`src/hw/rtl/dps_pkg.sv`:
```
package dps_pkg;

   // Sequencer state codes
   localparam logic [2:0] SEQ_RESET  = 3'd0;
   localparam logic [2:0] SEQ_IDLE   = 3'd1;
   localparam logic [2:0] SEQ_DETECT = 3'd2;
   localparam logic [2:0] SEQ_LOCK   = 3'd3;
   localparam logic [2:0] SEQ_OFF    = 3'd4;
   localparam logic [2:0] SEQ_ON     = 3'd5;

   // I2C target bus phases
   localparam logic [2:0] PH_IDLE = 3'd0;
   localparam logic [2:0] PH_REG  = 3'd1;
   localparam logic [2:0] PH_SIZE = 3'd2;
   localparam logic [2:0] PH_DATA = 3'd3;
   localparam logic [2:0] PH_SEND = 3'd4;
   localparam logic [2:0] PH_ACK  = 3'd5;

   // Request kinds
   localparam logic [2:0] ACT_TICK     = 3'd0;
   localparam logic [2:0] ACT_WR_START = 3'd1;
   localparam logic [2:0] ACT_RX_BYTE  = 3'd2;
   localparam logic [2:0] ACT_RD_START = 3'd3;
   localparam logic [2:0] ACT_TX_DONE  = 3'd4;
   localparam logic [2:0] ACT_BUS_ERR  = 3'd5;

   // LED colours
   localparam logic [1:0] LED_OFF   = 2'd0;
   localparam logic [1:0] LED_WHITE = 2'd1;
   localparam logic [1:0] LED_RED   = 2'd2;

   // External board requests
   localparam logic [1:0] BRD_NONE = 2'd0;
   localparam logic [1:0] BRD_ON   = 2'd1;
   localparam logic [1:0] BRD_OFF  = 2'd2;

   // I2C command bytes and replies
   localparam logic [7:0] CMD_WRITE   = 8'hA0;
   localparam logic [7:0] CMD_IRQ_ACK = 8'hA1;
   localparam logic [7:0] CMD_ENABLE  = 8'hA2;
   localparam logic [7:0] CMD_VERSION = 8'hA3;
   localparam logic [7:0] CMD_IGNORE  = 8'hE6;
   localparam logic [7:0] REPLY_ACK   = 8'hDC;
   localparam logic [7:0] EN_DISABLED = 8'hFF;

   localparam int unsigned REQ_DATA_W = 16;
   localparam int unsigned RSP_DATA_W = 24;

   typedef struct packed {
      logic [2:0] seq;
      logic [2:0] phase;
      logic [7:0] command;
      logic [7:0] reg_index;
      logic [7:0] xfer_len;
      logic [7:0] bytes_seen;
      logic [7:0] first_byte;
      logic [7:0] enable;
      logic [7:0] reply;
      logic [1:0] led;
      logic       lock_line;
      logic       power;
      logic       irq;
      logic       board_present;
   } dps_state_type;

   typedef struct packed {
      logic [2:0] action;
      logic       cable_present;
      logic       lock_closed;
      logic       host_power_enable;
      logic       board_detect;
      logic [7:0] rx_byte;
   } dps_item_type;

   typedef struct packed {
      logic [2:0] seq_state;
      logic [1:0] led_colour;
      logic       lock_detect_out;
      logic       pcie_power_on;
      logic       host_irq;
      logic [1:0] board_request;
      logic       tx_valid;
      logic [7:0] tx_byte;
   } dps_result_type;

endpackage

```
`src/hw/rtl/dps_core.sv`:
```
module dps_core (
   input  dps_pkg::dps_state_type  state,
   input  dps_pkg::dps_item_type   item,
   output dps_pkg::dps_state_type  state_next,
   output dps_pkg::dps_result_type result
);
   import dps_pkg::*;

   logic       en;
   logic       go;
   logic [2:0] target;
   logic [2:0] prev;
   logic [1:0] brd_req;
   logic [1:0] go_req;
   logic       tx_valid;
   logic [7:0] tx_byte;
   logic [7:0] seen_inc;
   logic [7:0] first_byte;

   assign en   = (state.enable != 8'd0);
   assign prev = state.seq;

   // Pick the sequencer target for a tick
   always_comb begin
      go     = 1'b0;
      target = prev;
      case (prev)
         SEQ_IDLE: begin
            if (!en) begin
               go = 1'b1; target = SEQ_DETECT;
            end
         end
         SEQ_DETECT: begin
            if (en) begin
               go = 1'b1; target = SEQ_IDLE;
            end else if (item.cable_present) begin
               go = 1'b1; target = SEQ_LOCK;
            end
         end
         SEQ_LOCK: begin
            if (en) begin
               go = 1'b1; target = SEQ_IDLE;
            end else if (!item.cable_present) begin
               go = 1'b1; target = SEQ_DETECT;
            end else if (item.lock_closed) begin
               go = 1'b1; target = SEQ_OFF;
            end
         end
         SEQ_OFF: begin
            if (en) begin
               go = 1'b1; target = SEQ_IDLE;
            end else if (!item.cable_present) begin
               go = 1'b1; target = SEQ_DETECT;
            end else if (!item.lock_closed) begin
               go = 1'b1; target = SEQ_LOCK;
            end else if (item.host_power_enable) begin
               go = 1'b1; target = SEQ_ON;
            end
         end
         SEQ_ON: begin
            if (en) begin
               go = 1'b1; target = SEQ_IDLE;
            end else if (!item.cable_present) begin
               go = 1'b1; target = SEQ_DETECT;
            end else if (!item.lock_closed) begin
               go = 1'b1; target = SEQ_LOCK;
            end else if (!item.host_power_enable) begin
               go = 1'b1; target = SEQ_OFF;
            end
         end
         default: begin
            go = 1'b0; target = prev;
         end
      endcase
   end

   // Raw board request for a transition
   always_comb begin
      go_req = BRD_NONE;
      if (target == SEQ_OFF && prev < target) go_req = BRD_ON;
      else if (target <= SEQ_DETECT && prev > target) go_req = BRD_OFF;
   end

   // Data phase counting
   assign seen_inc   = state.bytes_seen + 8'd1;
   assign first_byte = (state.bytes_seen == 8'd0) ? item.rx_byte : state.first_byte;

   // Apply the request to the state
   always_comb begin
      state_next = state;
      brd_req    = BRD_NONE;
      tx_valid   = 1'b0;
      tx_byte    = 8'd0;
      if (item.action == ACT_TICK) begin
         if (prev == SEQ_RESET) begin
            // first tick latches the board pin and, if a board is present, requests it off
            state_next.board_present = item.board_detect;
            state_next.seq           = SEQ_IDLE;
            state_next.enable        = EN_DISABLED;
            brd_req = item.board_detect ? BRD_OFF : BRD_NONE;
         end else if (go) begin
            if (target == SEQ_LOCK) state_next.led = LED_WHITE;
            else if (target == SEQ_ON && prev < target) state_next.led = LED_RED;
            else if (target < SEQ_LOCK && prev > target) state_next.led = LED_OFF;
            if (target > SEQ_LOCK && prev < target) state_next.lock_line = 1'b1;
            else if (target <= SEQ_LOCK && prev > target) state_next.lock_line = 1'b0;
            if (prev > SEQ_OFF && target <= SEQ_OFF) state_next.power = 1'b0;
            else if (prev < SEQ_ON && target >= SEQ_ON) state_next.power = 1'b1;
            if (prev < SEQ_LOCK && target >= SEQ_LOCK) state_next.irq = 1'b1;
            if (prev > SEQ_DETECT && target <= SEQ_DETECT) state_next.enable = EN_DISABLED;
            state_next.seq = target;
            brd_req = state.board_present ? go_req : BRD_NONE;
         end
      end else if (prev != SEQ_RESET) begin
         case (item.action)
            ACT_WR_START, ACT_TX_DONE, ACT_BUS_ERR: begin
               state_next.phase = PH_IDLE;
            end
            ACT_RD_START: begin
               if (state.phase == PH_SEND) begin
                  state_next.phase = PH_ACK;
                  tx_valid = 1'b1;
                  tx_byte  = state.reply;
               end else begin
                  state_next.phase = PH_IDLE;
               end
            end
            ACT_RX_BYTE: begin
               case (state.phase)
                  PH_IDLE: begin
                     state_next.command = item.rx_byte;
                     if (item.rx_byte == CMD_WRITE) begin
                        state_next.phase = PH_REG;
                     end else if (item.rx_byte inside {CMD_IRQ_ACK, CMD_ENABLE,
                                                       CMD_VERSION}) begin
                        state_next.reg_index = 8'd0;
                        state_next.xfer_len  = 8'd1;
                        state_next.phase     = PH_SEND;
                        if (item.rx_byte == CMD_IRQ_ACK) begin
                           state_next.irq   = 1'b0;
                           state_next.reply = REPLY_ACK;
                        end else if (item.rx_byte == CMD_ENABLE) begin
                           state_next.reply = en ? 8'd1 : 8'd2;
                        end else begin
                           state_next.reply = 8'd1;
                        end
                     end else begin
                        // unknown or ignored command byte
                        state_next.phase = PH_IDLE;
                     end
                  end
                  PH_REG: begin
                     state_next.reg_index = item.rx_byte;
                     state_next.phase     = PH_SIZE;
                  end
                  PH_SIZE: begin
                     state_next.xfer_len   = item.rx_byte;
                     state_next.bytes_seen = 8'd0;
                     state_next.phase      = PH_DATA;
                  end
                  PH_DATA: begin
                     state_next.first_byte = first_byte;
                     state_next.bytes_seen = seen_inc;
                     if (seen_inc >= state.xfer_len) begin
                        if (state.command == CMD_WRITE && state.xfer_len == 8'd1 &&
                            state.reg_index == 8'd1) begin
                           state_next.enable = first_byte;
                        end
                        state_next.bytes_seen = 8'd0;
                        state_next.phase      = PH_IDLE;
                     end
                  end
                  default: begin
                     // bytes during a pending reply are dropped
                     state_next.phase = state.phase;
                  end
               endcase
            end
            default: begin
               state_next.phase = state.phase;
            end
         endcase
      end
   end

   // Result after the step
   always_comb begin
      result.seq_state       = state_next.seq;
      result.led_colour      = state_next.led;
      result.lock_detect_out = state_next.lock_line;
      result.pcie_power_on   = state_next.power;
      result.host_irq        = state_next.irq;
      result.board_request   = brd_req;
      result.tx_valid        = tx_valid;
      result.tx_byte         = tx_byte;
   end

endmodule

```
`src/hw/rtl/dock_power_sequencer_with_i2c_slave.sv`:
```
// A request taken into the request register passes the decision stage into the result
// register and is then offered on rsp_*.
// Throughput: one request per cycle, set by the single decision stage between the
// request register and the result register; rsp_tready low stalls that stage.
// Reset: synchronous, active high; sequencer in its reset state, I2C phase idle,
// enable register 0xff, both stages empty, rsp_tvalid low and req_tready high.
module dock_power_sequencer_with_i2c_slave (
   input  logic        clock,
   input  logic        reset,
   input  logic        req_tvalid,
   output logic        req_tready,
   // [0] cable_present, [1] lock_closed, [2] host_power_enable, [3] board_detect,
   // [11:4] rx_byte, [15:12] zero
   input  logic [15:0] req_tdata,
   // [2:0] action
   input  logic [2:0]  req_tuser,
   output logic        rsp_tvalid,
   input  logic        rsp_tready,
   // [2:0] seq_state, [4:3] led_colour, [5] lock_detect_out, [6] pcie_power_on,
   // [7] host_irq, [9:8] board_request, [10] tx_valid, [18:11] tx_byte, [23:19] zero
   output logic [23:0] rsp_tdata
);
   import dps_pkg::*;

   logic           in_valid_ff, in_valid_in;
   dps_item_type   in_item_ff, in_item_in;
   logic           out_valid_ff, out_valid_in;
   dps_result_type out_ff, out_in;
   dps_state_type  state_ff, state_in;
   dps_state_type  core_state;
   dps_result_type core_result;
   logic           advance;
   logic           req_take;

   // Decision stage moves when it holds a request and the result slot is free
   assign advance    = in_valid_ff && (!out_valid_ff || rsp_tready);
   assign req_tready = !in_valid_ff || advance;
   assign req_take   = req_tvalid && req_tready;

   // Request register
   always_comb begin
      in_valid_in = req_take || (in_valid_ff && !advance);
      in_item_in  = in_item_ff;
      if (req_take) begin
         in_item_in.action            = req_tuser;
         in_item_in.cable_present     = req_tdata[0];
         in_item_in.lock_closed       = req_tdata[1];
         in_item_in.host_power_enable = req_tdata[2];
         in_item_in.board_detect      = req_tdata[3];
         in_item_in.rx_byte           = req_tdata[11:4];
      end
   end

   dps_core u_core (
      .state      (state_ff),
      .item       (in_item_ff),
      .state_next (core_state),
      .result     (core_result)
   );

   // State and result register
   always_comb begin
      state_in     = advance ? core_state : state_ff;
      out_in       = advance ? core_result : out_ff;
      out_valid_in = advance || (out_valid_ff && !rsp_tready);
   end

   always_ff @(posedge clock) begin
      if (reset) begin
         in_valid_ff  <= 1'b0;
         out_valid_ff <= 1'b0;
         state_ff     <= '{seq: SEQ_RESET, phase: PH_IDLE, command: 8'd0,
                           reg_index: 8'd0, xfer_len: 8'd0, bytes_seen: 8'd0,
                           first_byte: 8'd0, enable: EN_DISABLED, reply: 8'd0,
                           led: LED_OFF, lock_line: 1'b0, power: 1'b0, irq: 1'b0,
                           board_present: 1'b0};
      end else begin
         in_valid_ff  <= in_valid_in;
         out_valid_ff <= out_valid_in;
         state_ff     <= state_in;
      end
   end

   always_ff @(posedge clock) begin
      in_item_ff <= in_item_in;
      out_ff     <= out_in;
   end

   // Result channel
   assign rsp_tvalid = out_valid_ff;
   assign rsp_tdata  = {5'd0, out_ff.tx_byte, out_ff.tx_valid, out_ff.board_request,
                        out_ff.host_irq, out_ff.pcie_power_on, out_ff.lock_detect_out,
                        out_ff.led_colour, out_ff.seq_state};

endmodule
```
`config.mk`:
```
export PLATFORM = sky130hd
export DESIGN_NAME = dock_power_sequencer_with_i2c_slave
export DESIGN_NICKNAME = d
export VERILOG_FILES = /design/src/hw/rtl/dps_pkg.sv /design/src/hw/rtl/dps_core.sv /design/src/hw/rtl/dock_power_sequencer_with_i2c_slave.sv
export SDC_FILE = /design/constraint.sdc
export NUM_CORES = 1
export LEC_CHECK = 0
export ABC_AREA = 1
export BUFFER_PORTS_ARGS = -buffer_cell sky130_fd_sc_hd__buf_4
export CAP_MARGIN = 5
export CORE_ASPECT_RATIO = 0.7
export CORE_MARGIN = 2
export CORE_UTILIZATION = 25
export CTS_BUF_LIST = sky130_fd_sc_hd__clkbuf_8
export DETAILED_ROUTE_END_ITERATION = 6
export GPL_ROUTABILITY_DRIVEN = 0
export SLEW_MARGIN = 10
export SYNTH_ARGS = -nofsm -noshare
export SYNTH_HDL_FRONTEND = slang
export SYNTH_SLANG_ARGS = --single-unit
```
`constraint.sdc`:
```
create_clock -name clock -period 3.24 [get_ports clock]
set_input_delay 0.324 -clock clock [delete_from_list [all_inputs] [get_ports clock]]
set_output_delay 0.324 -clock clock [all_outputs]
set_load 0.01 [all_outputs]
```
==> flow_summary.json, run 1 <==
{
  "crit_buf_inv": 2,
  "total_power_mw": 2.204,
  "slew_headroom_pct": 41.23,
  "std_cell_rows": 42,
  "dp.cells": 852,
  "crit_family": "simple AND/OR/NAND/NOR gates",
  "finalSetupViolations": 0,
  "cts.reportedPaths.clkPinSlew_ns": 0.09,
  "synth_edf_count": 29,
  "skew_ns": 0.01596,
  "period_share_pct": 82.88,
  "synth_top_area_share_pct": 27.49,
  "drv_slew": 0,
  "cap_viol_max_count": 0,
  "initial_core_util_pct": 25.30,
  "cts_hold_buf": 0,
  "grt_pass1_vias": 3415,
  "yosys.area.top_type": "dfxtp_1",
  "gr-total-overflow": 0,
  "worstPathArrival_ns": 2.90,
  "synth_cell_types": 41,
  "cts_tree": "built",
  "synth.avg_cell_area_um2": 8.036,
  "critPathRequiredTime_ns": 3.46,
  "crit_slowest_cell": "dfxtp_1",
  "wirelength_um": 11080,
  "nNetsFinal": 656,
  "post_drt_wl_per_cell_um": 12.76,
  "drc": 0,
  "dr_total_vias": 3831,
  "hpwl_um": 8109,
  "drt_iter0_drc": 336,
  "synth_area_mm2": 0.004733,
  "cp_cell_sequence": "ha_1, nand3_1, nand3b_1, xor2_1, ha_1, nand2_1, nor2_1, nand4_1, nand3_1, inv_1, o21ai_1, buf_4, nand3_2, nand2_1, nand3_1",
  "yosysSeqAreaShare_pct": 45.89,
  "tightestPinTransition_ns": 0.8806,
  "cts_buffers": 9,
  "dieHeight_um": 119.1,
  "port_buffers": 38,
  "via_per_inst": 4.414,
  "htreeDepth": 3,
  "ir_worst_vdd_mv": 0.1634,
  "critPathKind": "reg2reg",
  "clk_root_buffer_cell": "clkbuf_8",
  "antenna_found_initial": 0,
  "async_reset_ff_share_pct": 0,
  "synth-seq-cells": 94,
  "cts.sinks": 94,
  "endpoint_kind": "register",
  "firstDrtPassIters": 5,
  "crit_path_start_kind": "register",
  "syn2layout_area_growth_pct": 13.67,
  "insertion_delay_ns": 0.37,
  "hold_viol": 0,
  "min_period_ns": 2.685,
  "min_path_type": "in2reg",
  "grt_util_all_layers_pct": 11.46,
  "status": "completed",
  "cts_setup_buffers": 0,
  "die_x_um": 168.5,
  "power.density_mw_per_mm2": 409.7,
  "antenna_violating_nets_post_route": 0,
  "dpl_cell_area_mm2": 0.005214,
  "design_area_mm2": 0.005380,
  "cts_buffer_depth": 2,
  "p_leak_nw": 2.217,
  "cpPeakStageDelay_ns": 0.40,
  "critPathMaxFanout": 9,
  "layout.cells.non_filler": 868,
  "diodes": 0,
  "ios": 49,
  "fin_setup_tns_ns": 0,
  "finish.utilization_pct": 28.76,
  "cts-resized-gates": 0,
  "core_area_mm2": 0.01871,
  "grt_first_pass_wirelength_um": 18350,
  "dieArea_mm2": 0.02007,
  "rsz0062_at_grt": "false",
  "synthFlopType": "dfxtp_1",
  "cp_common_cell": "nand3_1",
  "drive_gt1_share_pct": 16.45,
  "synthCells": 589,
  "max_freq_ghz": 0.3724,
  "synth.area.top_cells": "dfxtp_1 27%, edfxtp_1 18%, nand2_1 6.1%",
  "synth_warnings": 0,
  "grt_max_degree": 38
}
==> cell type report <==
cell class              count  area (µm²)
fillers                  2036       13330
flip-flops and latches     94        2172
multi-input cells         387        2096
inverters                  88       335.3
repair buffers             41       307.8
well taps                 242       302.8
clock buffers               9       123.9
clock inverters             7       42.54
==> per-layer routing <==
layer	vias to the layer above	GRT usage, %	part of all wire, %
li1	2039	-	-
met2	74	14.30	37
met4	0	2.425	0.53
met5	-	0	0
met3	6	2.991	4.3
met1	1712	18.84	58
==> worst paths after layout <==
kind | from | endpoint | cells after the start | slack, ns
worst max-delay path | state_ff[30] | state_ff[16] | 15 | 0.55
worst min-delay path | req_tdata[9] | in_item_ff[5] | 1 | 0.12
worst min register to register | state_ff[60] | state_ff[60] | 2 | 0.46
worst max register to register | state_ff[30] | state_ff[16] | 15 | 0.55
==> power breakdown <==
group	internal, mW	total [mW]	switching (mW)
Combinational	0.0724	0.211	0.138
Sequential	1.25	1.28	0.0342
Clock	0.278	0.713	0.435
Total	1.60	2.20	0.607
==> cells in the final DEF, fill, tap and decap left out, types with 3 or more instances in the layout <==
cell / netlist / layout
nand2_1: 77 / 77
nor2_1: 75 / 75
inv_1: 69 / 71
dfxtp_1: 65 / 65
buf_4: 12 / 41
a21oi_1: 39 / 39
o21ai_0: 37 / 37
nand3_1: 36 / 36
edfxtp_1: 29 / 29
o21ai_1: 19 / 19
nand4_1: 18 / 18
inv_2: 16 / 16
a22oi_1: 14 / 14
ha_1: 12 / 12
clkbuf_8: 0 / 9
a211oi_2: 7 / 7
nor4_1: 7 / 7
nor2_2: 6 / 6
conb_1: 1 / 6
xor2_1: 5 / 5
inv_4: 2 / 4
a31oi_1: 3 / 3
nand3_2: 3 / 3
nand2_2: 3 / 3
nor2_4: 3 / 3
==> state kept, by name, indices dropped and copies added, names as in the netlist <==
| name | cells |
|---|---|
| in_item_ff | 15 |
| in_valid_ff | 1 |
| rsp_tdata | 14 |
| rsp_tvalid | 1 |
| state_ff | 63 |
==> cells by family after synthesis <==
| family | share of synthesized area (%) |
|---|---|
| buf+inv | 10.23 |
| compound gates | 16.63 |
| other cells | 0.07923 |
| simple gates | 22.84 |
| fa+ha+maj | 3.172 |
| xor+xnor | 0.9251 |
| mux | 0.2379 |
| flops | 45.89 |
==> per-stage QoR <==
step | hold WS [ns] | worst slack [ns]
after global placement | 0.4392 | 0.6553
after floorplan | 0.4229 | 0.7296
after detailed placement | 0.4477 | 0.6035
after CTS | 0.09773 | 0.5719
after global routing | 0.08933 | 0.3314
final | 0.1222 | 0.5546
==> worst register-to-register path, cell delays in order (launching register included) <==
cell,delay [ns]
dfxtp_1,0.40
ha_1,0.20
nand3_1,0.11
nand3b_1,0.19
xor2_1,0.18
ha_1,0.28
nand2_1,0.06
nor2_1,0.15
nand4_1,0.10
nand3_1,0.09
inv_1,0.09
o21ai_1,0.14
buf_4,0.18
nand3_2,0.18
nand2_1,0.11
nand3_1,0.07
==> cells in the mapped netlist (5+ instances only) <==
library cell,n
o21ai_0,37
buf_4,12
inv_2,16
nand3_1,36
xor2_1,5
edfxtp_1,29
dfxtp_1,65
nand2_1,77
a21oi_1,39
nor4_1,7
nor2_1,75
inv_1,69
nor2_2,6
o21ai_1,19
nand4_1,18
a22oi_1,14
a211oi_2,7
clkbuf_1,10
ha_1,12
Note: power is estimated with default switching activity, not from simulation.
==> inputs of run 2 (changes only) <==
==> constraint.sdc (replaced) <==
create_clock -name clock -period 2.5 [get_ports clock]
set_input_delay 0.25 -clock clock [delete_from_list [all_inputs] [get_ports clock]]
set_output_delay 0.25 -clock clock [all_outputs]
set_load 0.01 [all_outputs]
==> run 2 against run 1 <==
  * Clock power increased by 42%
  * Final cell count rose by 2.4%
  * Largest power group unchanged
  * Utilization up 1.5 points
  * Routed wire length increased by 0.24%
  * Hold slack got worse by 0.075 ns
  * Combinational power is 40% higher
  * Clock skew shrank 0.0076 ns
==> flow_summary.json, run 2 (synthesis results as in run 1) <==
{
  "worstPathArrival_ns": 2.57,
  "finish.utilization_pct": 30.24,
  "firstDrtPassIters": 5,
  "slew_headroom_pct": 40.50,
  "cts_buffers": 9,
  "cts_tree": "built",
  "syn2layout_area_growth_pct": 19.51,
  "cts.sinks": 94,
  "dieHeight_um": 119.1,
  "critPathMaxFanout": 8,
  "reg2reg_slack_ns": 0.16,
  "final_common_cell": "nand2_1",
  "hold_viol": 0,
  "ir_worst_vdd_mv": 0.3083,
  "cpPeakStageDelay_ns": 0.39,
  "min_period_ns": 2.343,
  "cp_cell_sequence": "nand3_4, inv_2, nand4_1, nor2_1, xor2_1, ha_1, a21oi_2, o21a_1, nand3_1, inv_2, o21ai_4, buf_6, nand4_1, nand3_1",
  "hpwl_um": 8206,
  "layout.cells.non_filler": 889,
  "cp.depth": 14,
  "cp-startpoint": "state_ff[31]",
  "htreeDepth": 3,
  "gr-total-overflow": 0,
  "antenna_violating_nets_post_route": 0,
  "endpoint_kind": "register",
  "dp.cells": 867,
  "r2r_start": "state_ff[31]",
  "drv_slew": 0,
  "grt_util_all_layers_pct": 11.21,
  "p_leak_nw": 2.330,
  "initial_core_util_pct": 25.30,
  "wirelength_um": 11100,
  "regMostFlops": "state_ff",
  "drive_gt1_share_pct": 22.10,
  "rr_worst_depth": 14,
  "grt_pass1_vias": 3489,
  "crit_family": "simple AND/OR/NAND/NOR gates",
  "holdPathStages": 1,
  "port_buffers": 38,
  "status": "completed",
  "post_drt_wl_per_cell_um": 12.49,
  "layout_common_cells": "75 x nand2_1, 74 x nor2_1, 67 x inv_1, 61 x dfxtp_1, 61 x buf_4",
  "cts.reportedPaths.clkPinSlew_ns": 0.10,
  "cap_viol_max_count": 0,
  "worstHoldStart": "req_tdata[9]",
  "power.density_mw_per_mm2": 524.3,
  "via_per_inst": 4.468,
  "grt_max_degree": 38,
  "diodes": 0,
  "grt_first_pass_wirelength_um": 18040,
  "clk_root_buffer_cell": "clkbuf_8",
  "antenna_found_initial": 0,
  "skew_ns": 0.008332,
  "crit_path_start_kind": "register",
  "ios": 49,
  "critPathKind": "reg2reg",
  "nNetsFinal": 677,
  "critPathRequiredTime_ns": 2.73,
  "dr_total_vias": 3972,
  "finalSetupViolations": 0,
  "drc": 0,
  "die_x_um": 168.5,
  "max_freq_ghz": 0.4268,
  "crit_buf_inv": 3,
  "tightestPinTransition_ns": 0.8915,
  "core_area_mm2": 0.01871,
  "min_path_type": "in2reg",
  "period_share_pct": 93.72,
  "dieArea_mm2": 0.02007,
  "drt_iter0_drc": 252,
  "std_cell_rows": 42,
  "insertion_delay_ns": 0.37,
  "crit_slowest_cell": "dfxtp_4",
  "largest_reg_flops": 63,
  "cts_buffer_depth": 2
}
[run 2: cell types whose count changed in the layout (fill, tap and decap cells not counted), moves of 3 or more]
cell     change
buf_4       +20
dfxtp_1      -4
inv_1        -4
inv_2        +3
nand3_1      -3
[run 2: power by group]
group,total [mW],switching [mW],internal (mW)
Combinational,0.296,0.191,0.105
Sequential,1.66,0.0425,1.61
Clock,1.01,0.619,0.395
Total,2.97,0.852,2.11
[run 2: per-layer routing]
metal / GRT usage, % / vias to the layer above / share of wire (%)
li1: - / 2066 / -
met1: 18.63 / 1808 / 58
met2: 13.89 / 91 / 36
met3: 2.526 / 7 / 4.8
met4: 2.748 / 0 / 0.87
met5: 0 / - / 0
[run 2: final cells by class]
type                            count  area [µm²]
Clock buffer                        9       123.9
Clock inverter                      7       78.83
Fill cell                        2022       13050
Inverter                           88       335.3
Multi-Input combinational cell    387        2165
Sequential cell                    94        2182
Tap cell                          242       302.8
Timing Repair Buffer               62       469.2
[run 2: timing repair]
action | 4_1_cts | 5_1_grt
hold buffers | 0 | 0
endpoints found under the setup margin | 11 | 17
gates resized for setup | 2 | 21
buffers inserted | 0 | 6
pin swaps | 0 | 10
[run 2: final timing paths]
check,endpoint
setup / recovery,state_ff[14]
hold / removal,in_item_ff[5]
setup reg to reg,state_ff[14]
hold reg to reg,state_ff[17]
[run 2: stage by stage]
step	power (mW)	setup TNS, ns	cell area (µm²)	setup WS [ns]	hold slack (ns)
3_3_place_gp	1.977	0	5330	0.04823	0.4282
4_1_cts	2.995	0	5534	0.02086	0.02842
6_report	2.966	0	5657	0.1571	0.04706
5_1_grt	3.096	-0.1912	5657	-0.04239	0.01684
3_5_place_dp	1.980	-0.06501	5330	-0.03375	0.4294
2_1_floorplan	1.874	0	4756	0.1458	0.3489
